<file path="src/rtl/erm_ram.sv">
// Generic single-write, single-read RAM with registered read data.
// Depends on nothing.
module erm_ram #(
    parameter int WIDTH = 8,
    parameter int DEPTH = 16
) (
    input  logic                     i_clk,
    input  logic                     i_we,
    input  logic [$clog2(DEPTH)-1:0] i_waddr,
    input  logic [WIDTH-1:0]         i_wdata,
    input  logic [$clog2(DEPTH)-1:0] i_raddr,
    output logic [WIDTH-1:0]         o_rdata
);
    logic [WIDTH-1:0] mem [DEPTH];
    logic [WIDTH-1:0] r_rdata;

    always_ff @(posedge i_clk) begin
        if (i_we) begin
            mem[i_waddr] <= i_wdata;
        end
        r_rdata <= mem[i_raddr];
    end

    assign o_rdata = r_rdata;
endmodule

</file>
<file path="config.mk">
export PLATFORM = sky130hd
export DESIGN_NAME = erm_ram
export DESIGN_NICKNAME = d
export VERILOG_FILES = /design/src/rtl/erm_ram.sv
export SDC_FILE = /design/constraint.sdc
export NUM_CORES = 1
export LEC_CHECK = 0
export BUFFER_PORTS_ARGS = -buffer_cell sky130_fd_sc_hd__buf_2
export CORE_AREA = 2 2 117 119
export CTS_CLUSTER_DIAMETER = 100
export DETAILED_ROUTE_END_ITERATION = 8
export DIE_AREA = 0 0 119 121
export PLACE_DENSITY_LB_ADDON = 0.2
export SLEW_MARGIN = 20
export SYNTH_ARGS = -nofsm -noshare
export SYNTH_HDL_FRONTEND = slang
export SYNTH_SLANG_ARGS = --single-unit
</file>
<file path="constraint.sdc">
create_clock -name i_clk -period 1.5 [get_ports i_clk]
set_clock_uncertainty 0.05 [all_clocks]
set_input_delay 0 -clock i_clk [delete_from_list [all_inputs] [get_ports i_clk]]
set_output_delay 0 -clock i_clk [all_outputs]
set_load 0.02 [all_outputs]
</file>
### After elaboration in Yosys (flattened, before gate mapping)

Memory sizes are Yosys's and may differ from the RTL's. A register that Yosys moved wholly into a read port is not among the register bits.
Index checks and enable logic that the tools add are counted.

| word-level totals | value |
|---|---|
| flip-flop bits (word level) | 0 |
| latch bits | 0 |
| bits in writable memories | 128 |
| word-level logic and storage cells | 3 |
| memory bits (read-only) | 0 |
| input port bits | 18 |
| output and inout port bits | 8 |
| memories | 1 |

| operators by class | value |
|---|---|
| equality and inequality tests | 0 |
| div/mod/pow operators | 0 |
| bitwise gates (word level) | 0 |
| add/sub/neg operators | 0 |
| $lt $le $gt $ge | 0 |
| reductions and logical operators | 0 |
| shifts and indexed selects | 0 |
| $mul | 0 |
| mux-type cells | 2 |

Memory list:

| memory | depth | bits a word | read ports | clocked after memory_dff | wr ports | RTL line | RTL |
|---|---|---|---|---|---|---|---|
| mem | 16 | 8 | 1 | 1 | 1 | 14 | `logic [WIDTH-1:0] mem [DEPTH];` |

Operator list:

| cell | count |
|---|---|
| $mux W1 | 2 |

### Depth between registers and ports, before layout

| logic depth | value |
|---|---|
| depth in word-level cells | 2 |
| mapped depth | 5 |
| depth with buffers taken out | 3 |

### Worst setup path before layout

No wires, ideal clock.

| timing path | value |
|---|---|
| path type | input -> register |
| start point | input i_waddr[2] |
| end point | memory mem[0][0] (enable) |
| slack | -0.043 ns |
| setup time | 0.383 ns |
| data arrival time | 1.110 ns |
| cell stages on the path | 2 |
| buffers on the path | 0 |
| path through | or3b_2 > nor3_1 |

RTL lines:

| element | RTL line | RTL |
|---|---|---|
| start, declared | 9 | `input logic [$clog2(DEPTH)-1:0] i_waddr,` |
| end, declared | 14 |  |

No word-level cell before the write port.

==> results by stage <==
Die:
- The width of the chip is 119 µm.
- The die covers 14400 µm².
- The top-level I/O count is 26.
- The floorplan step set the die height to 121 µm.
- The standard-cell row count is 42.
- The initial standard-cell utilization of the core is 0.393.
- The area inside the core boundary is 13100 µm².

Synth:
- In the synthesized netlist, the number of instances is 229.
- In the synthesized netlist, the cells that appear most often are 128 x edfxtp_1, 18 x mux4_2, 16 x a22oi_1.
- For this run, the leading register cell type out of synthesis is edfxtp_1.
- In this run, synthesis produced a sequential element count of 136.
- Averaged over all synthesized cells, the footprint is 22.5 µm².
- Of the post-synthesis cell area, the dominant cell type holds 0.747.
- The synthesized netlist contains 19 unique library cells.
- After synthesis, the cell types taking the most area are edfxtp_1 75%, mux4_2 7.9%, mux4_1 7.1%.
- The number of enable-type register cells in the synthesized netlist is 128.
- The number of nets produced by synthesis is 247.
- Among all cell types in the netlist, the one instantiated most often is edfxtp_1.
- Of the synthesized area, sequential elements account for 0.778.
- The largest area contributor in the synthesized netlist is edfxtp_1.
- For this run, asynchronously set or reset flops after synthesis account for 0.
- For this run, the number of Yosys warnings is 0.
- The area of the mapped netlist is 5150 µm².

STA:
- The setup slack after layout is 89.1 ps.
- The final number of setup-violating endpoints is 0.
- The routed design could run at a clock period as short as 1410 ps.
- The slew at the pin closest to its max-slew limit is 748 ps.
- The worst slew margin relative to its limit is 0.501.
- The fmax is 709 MHz.
- The final-report max-slew violation count is 0.
- The worst hold margin is 21.7 ps.
- Dividing the final minimum period by the clock period gives 0.941.
- The total count of hold-check failures in the final report is 0.
- Setup repair after global routing left no endpoint under its margin.

Finish:
- The number of antenna diodes in the final layout is 0.
- The net count of the finished layout is 311.
- The finished cells cover 6240 µm².
- The core utilization of the finished layout is 0.477.
- In the final layout, the share of cells above drive strength 1 is 0.304.
- Relative to the synthesized area, the layout overhead comes to 21.3%.

Clocking:
- In this run the deepest clock path goes through 2 buffers.
- The setup fix buffers added after clock tree synthesis is 0.
- After clock tree synthesis, the clock-pin slew on the worst setup and hold paths is 50 ps.
- The CTS tree is built.
- Clock tree synthesis found a total of 136 sinks.
- For the worst-skew pair, the clock arrives at the later sink with an insertion delay of 400 ps.
- In this run, CTS created clock tree buffers numbering 17.
- The cell at the root of the clock tree is clkbuf_16.
- The H-tree depth reported by CTS is 4.

Placement:
- The congestion estimate from routability-driven global placement came to 0.718.
- Timing analysis after detailed placement gives a worst setup slack of -113 ps.
- The count of input and output buffers is 25.
- The standard cell area after detailed placement is 5610 µm².
- Summed over all nets, the half-perimeter wirelength after detailed placement is 6380 µm.

Global route:
- The first-pass GRT wire length is 15300 µm.
- The initial antenna violation count was 0.
- Across every metal layer, demand over resource in global routing totals 0.153.
- Entering global routing, the biggest net connects 33 pins.
- After global routing the overflow that remains totals 0.
- The number of global-route vias before repair was 2526.

Setup path:
- For the worst setup path, the data arrival time is 1620 ps.
- For the worst setup path, the data required time is 1710 ps.
- The largest individual stage delay along the critical path comes from the cell mux4_2.
- Along the worst path, the maximum fanout reaches 1.
- The most critical setup path has its startpoint at mem[10][6].
- STA classifies the critical path startpoint as a flip-flop.
- The maximum single-stage delay on the critical path is 470 ps.
- The launch instance of the worst register-to-register path is mem[10][6].
- The critical setup path kind is reg2reg.
- The signal on the critical path passes through mux4_2, a22oi_1, nand2_1.
- The worst setup path is captured at a flip-flop.

Detailed routing:
- The initial DRC count is 132.
- The number of nets still failing antenna checks after routing is 0.
- After detailed routing, the average wire length per cell comes to 20.8 µm.
- The remaining routing DRC violations is 0.
- For this run, the detailed router's first-pass iteration total came to 4.
- The via count of the routed design is 2427.
- After detailed routing, the number of vias per cell comes to 5.04.
- The final wirelength is 10000 µm.

Power:
- The leakage power total is 2.13 nW.
- The worst-case IR drop observed on VDD is 0.889 mV.
- For this design the ratio of total power to cell area is 1350 nW/µm².
- The overall power of the completed layout is 8.44 mW.

Worst hold path:
- The launch point of the worst hold path is i_raddr[3].
- The kind of path behind the tightest hold check is in2reg.

Job:
- Across the run, the number of max-cap violations was 0.

Run status:
- The flow ran to the end, and the final reports show no timing, DRC or antenna violations.
==> critical path, delay by kind of cell (launching register included) <==
| family | cells | cell delay (ps) |
|---|---|---|
| AND/OR/NAND/NOR | 1 | 150 |
| multiplexers | 1 | 470 |
| AO/OA/AOI/OAI | 1 | 250 |
| flip-flops | 1 | 350 |
==> layout by cell type, fill, tap and decap left out <==
master / synthesis / layout
mux4_2: 18 / 18
buf_12: 0 / 3
dfxtp_1: 8 / 8
clkbuf_8: 0 / 6
nor2_1: 13 / 13
buf_4: 1 / 19
nand3_1: 1 / 1
nand2_1: 9 / 9
nor3_1: 4 / 3
nand2b_1: 2 / 2
nor3_2: 0 / 1
or3b_2: 1 / 1
edfxtp_1: 128 / 128
clkbuf_1: 0 / 7
and2b_1: 1 / 1
clkbuf_16: 0 / 17
a22oi_1: 16 / 15
nand3b_1: 2 / 2
a22oi_2: 0 / 1
buf_2: 3 / 25
clkinv_2: 0 / 2
mux4_1: 14 / 14
nor2b_1: 1 / 1
and2_1: 1 / 1
dlygate4sd3_1: 0 / 8
==> layout make-up <==
type | instances | area (µm²)
clock inverters | 2 | 10.0
well taps | 176 | 220
multi-input cells | 83 | 1070
clock buffers | 30 | 534
repair buffers | 55 | 408
fillers | 1117 | 6840
flip-flops and latches | 136 | 4000
==> path summary, 6_finish.rpt <==
path | endpoint | slack (ps) | cells past startpoint
worst max-delay path | o_rdata[6] | 90 | 3
worst min-delay path | o_rdata[5] | 20 | 4
worst max register to register | o_rdata[6] | 90 | 3
worst min register to register | o_rdata[1] | 630 | 3
==> report_power, final <==
group	switching [mW]	total (mW)	leakage, nW	internal [mW]
Clock	1.34	3.71	0.269	2.37
Sequential	0.0222	4.28	1.22	4.25
Combinational	0.262	0.456	0.635	0.195
Total	1.62	8.44	2.13	6.82
==> sequential cells by signal, summed over array words and instances (netlist names) <==
name	cells
mem	128
o_rdata	8
==> through the flow <==
stage / TNS (ps) / instances
after global routing: 0 / 482
after CTS: 0 / 482
after global placement: -91.1 / 442
after floorplan: 0 / 229
after detailed placement: -130 / 442
final: 0 / 482
==> routing by layer <==
| metal | up-vias | routed length (µm) | track usage |
|---|---|---|---|
| li1 | 1102 | - | - |
| met1 | 1259 | 4480 | 0.205 |
| met2 | 55 | 4880 | 0.239 |
| met3 | 11 | 524 | 0.0470 |
| met4 | 0 | 155 | 0.0558 |
| met5 | - | 0 | 0 |
==> logic make-up (layout without fill, tap and decap cells) <==
kind of cell / count (synthesis) / in the layout / share of synthesized area
simple gates: 35 / 35 / 0.0318
mux: 32 / 32 / 0.150
compound gates: 16 / 16 / 0.0233
flops: 136 / 136 / 0.778
buf+inv: 10 / 87 / 0.0168
==> what timing repair did <==
item / in CTS / in global routing
setup endpoints to repair: 0 / 1
hold endpoints to repair: 128 / 0
gates resized for setup: 0 / 1
hold buffers: 8 / 0
No activity file was read; power rests on OpenSTA's default activity.
