===== src/rtl/erm_pkg.sv =====
// Package for the elliptic region mask table: sizes, codes, row and span types.
// Used by erm_in_if, erm_span, the core and the testbench; depends on nothing.
package erm_pkg;

    localparam int MAX_ROWS   = 512;
    localparam int ROW_BITS   = $clog2(MAX_ROWS);
    localparam int COORD_BITS = 10;
    localparam int FRAC_BITS  = 8;
    localparam int W_BITS     = COORD_BITS + 1;
    localparam int H_BITS     = 10;
    localparam int SQ_BITS    = 2 * COORD_BITS;
    localparam int Q_BITS     = FRAC_BITS + 1;
    localparam int V_BITS     = 2 * FRAC_BITS + 1;
    localparam int X_BITS     = COORD_BITS + FRAC_BITS;
    localparam int ROW_W      = 4 * COORD_BITS;

    localparam int CFG_IDX_BITS  = 1;
    localparam int CFG_DATA_BITS = W_BITS;

    localparam logic [CFG_IDX_BITS-1:0] CFG_IMAGE_WIDTH  = 1'd0;
    localparam logic [CFG_IDX_BITS-1:0] CFG_IMAGE_HEIGHT = 1'd1;

    localparam logic [W_BITS-1:0] IMAGE_WIDTH_RST  = 11'd360;
    localparam logic [H_BITS-1:0] IMAGE_HEIGHT_RST = 10'd290;

    localparam logic [1:0] OP_OUTER    = 2'd0;
    localparam logic [1:0] OP_INNER    = 2'd1;
    localparam logic [1:0] OP_DEFAULTS = 2'd2;
    localparam logic [1:0] OP_QUERY    = 2'd3;

    typedef struct packed {
        logic [COORD_BITS-1:0] lo;
        logic [COORD_BITS-1:0] li;
        logic [COORD_BITS-1:0] ri;
        logic [COORD_BITS-1:0] ro;
    } t_row;

    typedef struct packed {
        logic                  start;
        logic [ROW_BITS-1:0]   row;
        logic [COORD_BITS-1:0] cx;
        logic [COORD_BITS-1:0] cy;
        logic [COORD_BITS-1:0] a;
        logic [COORD_BITS-1:0] b;
        logic [W_BITS-1:0]     w;
    } t_span_req;

    typedef struct packed {
        logic                  done;
        logic [COORD_BITS-1:0] x1;
        logic [COORD_BITS-1:0] x2;
    } t_span_rsp;

endpackage


===== src/rtl/erm_span.sv =====
// Span unit: left and right ellipse edge on one row, by a bit-serial divide,
// a bit-serial square root and one multiply. Depends on erm_pkg.
module erm_span (
    input  logic                i_clk,
    input  logic                i_rst_n,
    input  erm_pkg::t_span_req  i_req,
    output erm_pkg::t_span_rsp  o_rsp
);
    import erm_pkg::*;

    localparam logic [2:0] S_IDLE  = 3'd0;
    localparam logic [2:0] S_SQR   = 3'd1;
    localparam logic [2:0] S_CHK   = 3'd2;
    localparam logic [2:0] S_DIV   = 3'd3;
    localparam logic [2:0] S_RINIT = 3'd4;
    localparam logic [2:0] S_ROOT  = 3'd5;
    localparam logic [2:0] S_MUL   = 3'd6;
    localparam logic [2:0] S_FIN   = 3'd7;

    localparam logic [4:0] DIV_LAST  = 5'(FRAC_BITS - 1);
    localparam logic [4:0] ROOT_LAST = 5'(FRAC_BITS);

    logic [2:0]           r_st;
    logic [4:0]           r_cnt;
    logic [SQ_BITS-1:0]   r_dd;
    logic [SQ_BITS-1:0]   r_bb;
    logic [SQ_BITS-1:0]   r_rem;
    logic [FRAC_BITS-1:0] r_quo;
    logic [V_BITS-1:0]    r_v;
    logic [V_BITS-1:0]    r_res;
    logic [V_BITS-1:0]    r_bit;
    logic                 r_outside;
    logic [X_BITS:0]      r_x;

    logic [COORD_BITS-1:0]         row_ext;
    logic [COORD_BITS-1:0]         abs_d;
    logic [SQ_BITS:0]              rem2;
    logic                          div_ge;
    logic [V_BITS:0]               root_sum;
    logic                          root_ge;
    logic [Q_BITS-1:0]             s_val;
    logic [COORD_BITS+Q_BITS-1:0]  mul_p;
    logic [X_BITS+1:0]             cfix;
    logic [X_BITS+1:0]             xs;
    logic [X_BITS+1:0]             lfix;
    logic [X_BITS+1:0]             rfix;
    logic [X_BITS+1:0]             wlim;
    logic [W_BITS-1:0]             w_m1;
    logic [W_BITS-1:0]             w_m2;
    logic                          l_small;
    logic                          r_big;

    always_comb begin
        row_ext  = COORD_BITS'(i_req.row);
        abs_d    = (row_ext >= i_req.cy) ? row_ext - i_req.cy : i_req.cy - row_ext;
        rem2     = {r_rem, 1'b0};
        div_ge   = rem2 >= {1'b0, r_bb};
        root_sum = {1'b0, r_res} + {1'b0, r_bit};
        root_ge  = {1'b0, r_v} >= root_sum;
        s_val    = Q_BITS'(1 << FRAC_BITS) - {1'b0, r_quo};
        mul_p    = i_req.a * r_res[Q_BITS-1:0];
        cfix     = {2'b00, i_req.cx, FRAC_BITS'(0)};
        xs       = {1'b0, r_x};
        lfix     = cfix - xs;
        rfix     = cfix + xs;
        w_m1     = i_req.w - W_BITS'(1);
        w_m2     = i_req.w - W_BITS'(2);
        wlim     = {1'b0, w_m1, FRAC_BITS'(0)};
        l_small  = cfix < (xs + (X_BITS+2)'(1 << FRAC_BITS));
        r_big    = rfix >= wlim;
    end

    always_comb begin
        o_rsp.done = (r_st == S_FIN);
        if (r_outside) begin
            o_rsp.x1 = i_req.cx;
            o_rsp.x2 = i_req.cx;
        end else begin
            o_rsp.x1 = l_small ? COORD_BITS'(1) : lfix[X_BITS-1:FRAC_BITS];
            o_rsp.x2 = r_big ? w_m2[COORD_BITS-1:0]
                             : i_req.cx + r_x[X_BITS-1:FRAC_BITS];
        end
    end

    always_ff @(posedge i_clk) begin
        if (!i_rst_n) begin
            r_st <= S_IDLE;
        end else begin
            case (r_st)
                S_IDLE: begin
                    if (i_req.start) begin
                        r_st <= S_SQR;
                    end
                end
                S_SQR: begin
                    r_dd <= abs_d * abs_d;
                    r_bb <= i_req.b * i_req.b;
                    r_st <= S_CHK;
                end
                S_CHK: begin
                    r_outside <= (r_dd >= r_bb);
                    r_rem     <= r_dd;
                    r_cnt     <= '0;
                    r_st      <= (r_dd >= r_bb) ? S_FIN : S_DIV;
                end
                S_DIV: begin
                    // one quotient bit a step; remainder stays below the divisor
                    r_rem <= div_ge ? SQ_BITS'(rem2 - {1'b0, r_bb}) : rem2[SQ_BITS-1:0];
                    r_quo <= {r_quo[FRAC_BITS-2:0], div_ge};
                    r_cnt <= r_cnt + 5'd1;
                    if (r_cnt == DIV_LAST) begin
                        r_st <= S_RINIT;
                    end
                end
                S_RINIT: begin
                    r_v   <= {s_val, FRAC_BITS'(0)};
                    r_res <= '0;
                    r_bit <= V_BITS'(1) << (2 * FRAC_BITS);
                    r_cnt <= '0;
                    r_st  <= S_ROOT;
                end
                S_ROOT: begin
                    if (root_ge) begin
                        r_v   <= r_v - root_sum[V_BITS-1:0];
                        r_res <= (r_res >> 1) + r_bit;
                    end else begin
                        r_res <= r_res >> 1;
                    end
                    r_bit <= r_bit >> 2;
                    r_cnt <= r_cnt + 5'd1;
                    if (r_cnt == ROOT_LAST) begin
                        r_st <= S_MUL;
                    end
                end
                S_MUL: begin
                    r_x  <= (X_BITS+1)'(mul_p) + (X_BITS+1)'(1 << (FRAC_BITS - 1));
                    r_st <= S_FIN;
                end
                S_FIN: begin
                    r_st <= S_IDLE;
                end
                default: begin
                    r_st <= S_IDLE;
                end
            endcase
        end
    end
endmodule


===== config.mk =====
export PLATFORM = sky130hd
export DESIGN_NAME = erm_span
export DESIGN_NICKNAME = d
export VERILOG_FILES = /design/src/rtl/erm_pkg.sv /design/src/rtl/erm_span.sv
export SDC_FILE = /design/constraint.sdc
export NUM_CORES = 1
export LEC_CHECK = 0
export ABC_AREA = 1
export BUFFER_PORTS_ARGS = -buffer_cell sky130_fd_sc_hd__buf_2
export CAP_MARGIN = 0
export CORE_UTILIZATION = 65
export DETAILED_ROUTE_END_ITERATION = 10
export GPL_ROUTABILITY_DRIVEN = 0
export GPL_TIMING_DRIVEN = 0
export PLACE_DENSITY = 0.92
export SYNTH_ARGS = -nofsm -noshare
export SYNTH_HDL_FRONTEND = slang
export SYNTH_SLANG_ARGS = --single-unit

===== constraint.sdc =====
create_clock -name i_clk -period 8 [get_ports i_clk]
set_input_delay 0.4 -clock i_clk [delete_from_list [all_inputs] [get_ports i_clk]]
set_output_delay 0.4 -clock i_clk [all_outputs]
set_load 0.05 [all_outputs]

Word level (Yosys, flattened, before mapping):

Index checks and enable logic that the tools add are counted.

* add/subtract/negate cells: 15
* muxes and demuxes: 17
* divide/modulo/power cells: 0
* shift-type cells: 0
* bitwise operators: 0
* equality and inequality tests: 13
* $lt $le $gt $ge: 6
* $mul: 3
* reduce and logical (&&, ||, !) cells: 15

Operators with widths (count)
* $pmux 17 s2: 3
* $mul 10x10->20: 2
* $mux 20: 2
* $pmux 20 s2: 1
* $mux 17: 2
* $mux 10: 3
* $pmux 3 s8: 1
* $ge 21x20->1: 1
* $add 18x19->20: 1
* $add 19x9->20 const B: 1
* $ge 20x19->1: 1
* $ge 20x20->1: 1
* $lt 18x20->1: 1
* $sub 20x20->20: 1
* $add 19x8->19 const B: 1
* $mul 10x9->19: 1
* $add 17x17->18: 1
* $ge 17x18->1: 1
* $sub 18x18->18: 1
* $add 16x17->17: 1
* $sub 17x17->17: 1
* $reduce_and 2->1: 7
* $eq 3x3->1 const B: 4
* $mux 3: 4
* other kinds (18): 26

* memories: 0
* register bits: 147
* output and inout port bits: 21
* bits in writable memories: 0
* input port bits: 63
* latch bits: 0
* memory bits (read-only): 0

Longest topological paths before layout:

* word-level depth: 4
* gate-level depth with buffers: 37

Least setup slack after synthesis:

No wires, ideal clock.

* path type: input to register
* start point: input port i_req[51] (netlist name)
* end point: register r_dd[18] (data pin)
* buffers on the path: 1
* library setup time: 0.258 ns
* arrival time: 6.072 ns
* cell stages on the path: 31
* setup slack: 1.670 ns
* cell sequence: inv_1 > ha_1 > inv_1 > fa_1 > nand2_1 > nand2_1 > nand3_1 > nand2_1 > nand2_1 > nand2_2 > buf_6 > o21ai_1 > inv_2 > nor2_1 > inv_1 > fa_1 > fa_1 > inv_1 > fa_1 > fa_1 > inv_1 > fa_1 > inv_1 > ha_1 > a21oi_1 > o21ai_0 > a211oi_1 > nand2_1 > nand2_1 > nand3_1 > xor2_1

* longest elaborated chain between the ends: 3
* elaborated cells on any way between the ends: 5
* classes of those cells: add/sub (2); mul (1); order compare (1); mux (1)

Ends and longest elaborated chain
* start, declared: line erm_span.sv:6 `input erm_pkg::t_span_req i_req,`
* $sub 10x9->10, or another cell as far along: line erm_span.sv:55 `abs_d = (row_ext >= i_req.cy) ? row_ext - i_req.cy : i_req.cy - row_ext;`
* $mux 10 (*): line erm_span.sv:55
* $mul 10x10->20 (*): line erm_span.sv:96 `r_dd <= abs_d * abs_d;`
* end signal, assigned: line erm_span.sv:96
* end, declared: line erm_span.sv:25 `logic [SQ_BITS-1:0] r_dd;`

Mark *: on every way between the ends. The rest lies on a longest branch, timed or not.
A chain may end at the register's enable or synchronous reset.

Worst setup path in the final report:

* start point: input port i_req[51] (netlist name)
* end point: register r_dd[14] (data pin)

The elaborated chain is that of the path after synthesis.

==> metrics.md <==
| Metric | Value |
|---|---|
| Outcome | complete, no violations |
| RSZ-0062 raised after global routing | no |
| Top Ports | 84 |
| Routed Antenna Nets | 0 |
| Initial Util | between 60 and 70% |
| Fin. Hold Viols | 0 |
| CTS sink cnt | about 140 |
| Post-synth EDFFs | between 100 and 150 |
| Crit end category | flip-flop |
| DRC | 0 |
| Resized cells post-CTS | 0 |
| Cells after Synth | between 2k and 3k |
| Pin count of the biggest net entering global routing | 37 |
| Post-synthesis sequential area ratio | between 20% and 30% |
| Period utilization | between 80% and 90% |
| Fraction of registers with async set/reset | 0% |
| Relative slew slack | 50.1% |
| Worst skew pair latency | between 400 and 500 ps |
| Main flop type after synthesis | edfxtp_1 |
| WP data required | roughly 8200 ps |
| Tmin final | 7020 ps |
| H-tree levels | 4 |
| Design area | roughly 22000 sq um |
| Post-synthesis average cell area | 7.69 sq um |
| Max_cap viols | 0 |
| Vias in the first global route | 18.8k |
| First-pass GRT wire length | between 80 and 90 mm |
| Worst-path maximum fanout | 10 |
| Initial antenna violation count | 2 |
| DRT Pass-1 Iters | 9 |
| Part of the power in registers | between 10% and 20% |
| R2r worst-path depth | 19 |
| CP peak stage delay | ~560 ps |
| RR Startpoint | r_res[6] |
| Fmax | ~140 MHz |
| Combinational share of power | 77.3% |
| CTS Hold Buffers Added | 0 |
| Worst hold path type | in -> reg |
| VDD IR max | a little over 0.0008 V |
| Layout area overhead | 7.68% |
| Crit-path slowest cell | o21ai_1 |
| Sw power | 5.18 mW |
| CP Launch Type | input pin |
| Clock root cell | clkbuf_16 |
| CTS max path bufs | 2 |
| Post-Route WL | 50.3 mm |
| Nets | ~3.2k |
| DR iter-0 viols | ~1.8k |
| Yosys Warn Count | 0 |
| Critical hold path startpoint | i_req[11] |
| Cell taking the most area after synthesis | edfxtp_1 |
| Vias per cell | between 5 and 6 |
| Hold depth | 1 |
| Synth Register Bits | around 140 |
| Cell Pwr Density | roughly 450 nW/um^2 |
| Setup bufs post-CTS | 0 |
| Worst hold slack | 178 ps |
| Site Rows | 64 |
| Gr ovfl total | 0 |
| Cell Area, Synth | 20400 sq um |
| Top cell type's share of synthesized area | approximately 20% |
| Die Ht | 179 um |
| Commonest cells after routing, fill and taps aside | nand2_1, inv_1, ha_1 |
| Switching share of power | 53.0% |
| Die Area | 32000 sq um |
| TritonCTS Buffers | 17 |
| # port buffers | between 60 and 70 |
| Placed inst area | ~21000 sq um |
| Kind of critical path | in -> reg |
| Worst slew pin tran | 746 ps |
| Clk_skew | 22.9 ps |
| Cell Int Power | 4.59 mW |
| Worst Hold End | r_bb[0] |
| CTS tree | yes |
| Clock-pin transition on the worst setup and hold timing paths | 70 ps |
| Crit Reg-Reg Endpoint | r_x[18] |
| Top cells by area, synth | edfxtp_1, ha_1, fa_1 |
| Max Slew Vio Count | 0 |
| Fraction of layout cells with a size suffix above 1 | roughly 5.5% |
| Vias | about 19k |
| Die width | ~180 um |
| Post-layout util | between 70% and 80% |
| Commonest non-fill, non-tap cell in the layout | nand2_1 |
| Setup TNS | 0 ps |
| WL/cell | around 16 um |
| Clock Power Share | 8.5% |
| Synth Net Count | approximately 3.2k |
| Core Area | about 31000 sq um |
| Hpwl dp | approximately 39 mm |
| Setup Viol. Count Final | 0 |
| Crit path DAT | between 7000 and 8000 ps |
| Post-layout total power | just under 10 mW |
| Netlist cell types | 53 |
| Leak | ~12 nW |
| Worst reg2reg setup slack | around 2600 ps |
| GRT Util Overall | roughly a third |
[kinds of logic (layout without fill, tap and decap cells)]
kind of cell	Yosys count	in the layout	share of synthesized area, %
AOI/OAI and AO/OA	327	327	8.87
xor gates and xnor gates	156	156	6.88
adders and majority gates	442	442	32.8
buffers and inverters	559	666	10.5
DFF	137	137	20.1
muxes	2	2	0.123
other	0	2	0
and+or+nand+nor	1023	1023	20.7
[cell usage after synthesis, types with 10 or more instances]
cell type    n
nand2_1    606
inv_1      495
ha_1       288
nor2_1     208
a21oi_1    157
fa_1       154
edfxtp_1   134
nand3_1    107
xor2_1     105
o21ai_0    102
xnor2_1     48
clkbuf_1    40
nand4_1     32
nor3_1      30
nor4_1      12
nand3b_1    10
o21bai_1    10
[registers in the layout, summed over array words and instances, names as in the netlist]
register   flops
r_bb          19
r_rem         20
r_st           3
r_dd          19
r_quo          8
r_x           19
r_bit          9
r_res         17
r_outside      1
r_v           17
r_cnt          5
[layout make-up]
class	count	area [sq um]
Clock inverter	15	184
Tap cell	396	495
Multi-Input combinational cell	1950	14200
Antenna cell	2	5.00
Clock buffer	17	425
Timing Repair Buffer	75	428
Sequential cell	137	4080
Inverter	501	1880
Buffer	58	253
Fill cell	2178	8750
[per-stage QoR]
step           instances  setup slack [ps]
2_1_floorplan       2646              1670
3_3_place_gp        3110               926
3_5_place_dp        3117               672
4_1_cts             3149              1120
5_1_grt             3150               661
6_report            3151               984
[power groups by stage]
stage / registers (mW) / clock network, mW / logic [mW]
2_1_floorplan: 1.37 / 0 / 5.75
3_3_place_gp: 1.40 / 0 / 6.96
3_5_place_dp: 1.40 / 0 / 7.29
4_1_cts: 1.38 / 0.818 / 7.45
5_1_grt: 1.40 / 0.847 / 8.54
6_report: 1.39 / 0.828 / 7.56
[how the worst max path moves through the flow]
stage	slack, ps	to	from	cells past startpoint
2_1_floorplan	1670	r_dd[18]	i_req[51]	31
3_3_place_gp	930	r_dd[18]	i_req[51]	32
4_1_cts	1120	r_dd[14]	i_req[51]	30
5_1_grt	660	r_dd[14]	i_req[51]	30
3_5_place_dp	670	r_dd[14]	i_req[51]	30
6_report	980	r_dd[14]	i_req[51]	30
[routing by layer]
| metal | wire (um) | global-route usage [%] | part of all wire, % |
|---|---|---|---|
| met4 | 2500 | 17.6 | 5.0 |
| met1 | 19400 | 37.7 | 39 |
| met2 | 24600 | 56.6 | 49 |
| met5 | 0 | 0 | 0 |
| met3 | 3810 | 5.03 | 7.6 |
[critical path, delay by kind of cell]
family	cells	cell delay [ps]
compound gates	4	1320
fa+ha+maj	8	3560
buf+inv	9	880
simple gates	8	880
xor+xnor	1	180
Note: power is estimated with default switching activity, not from simulation.
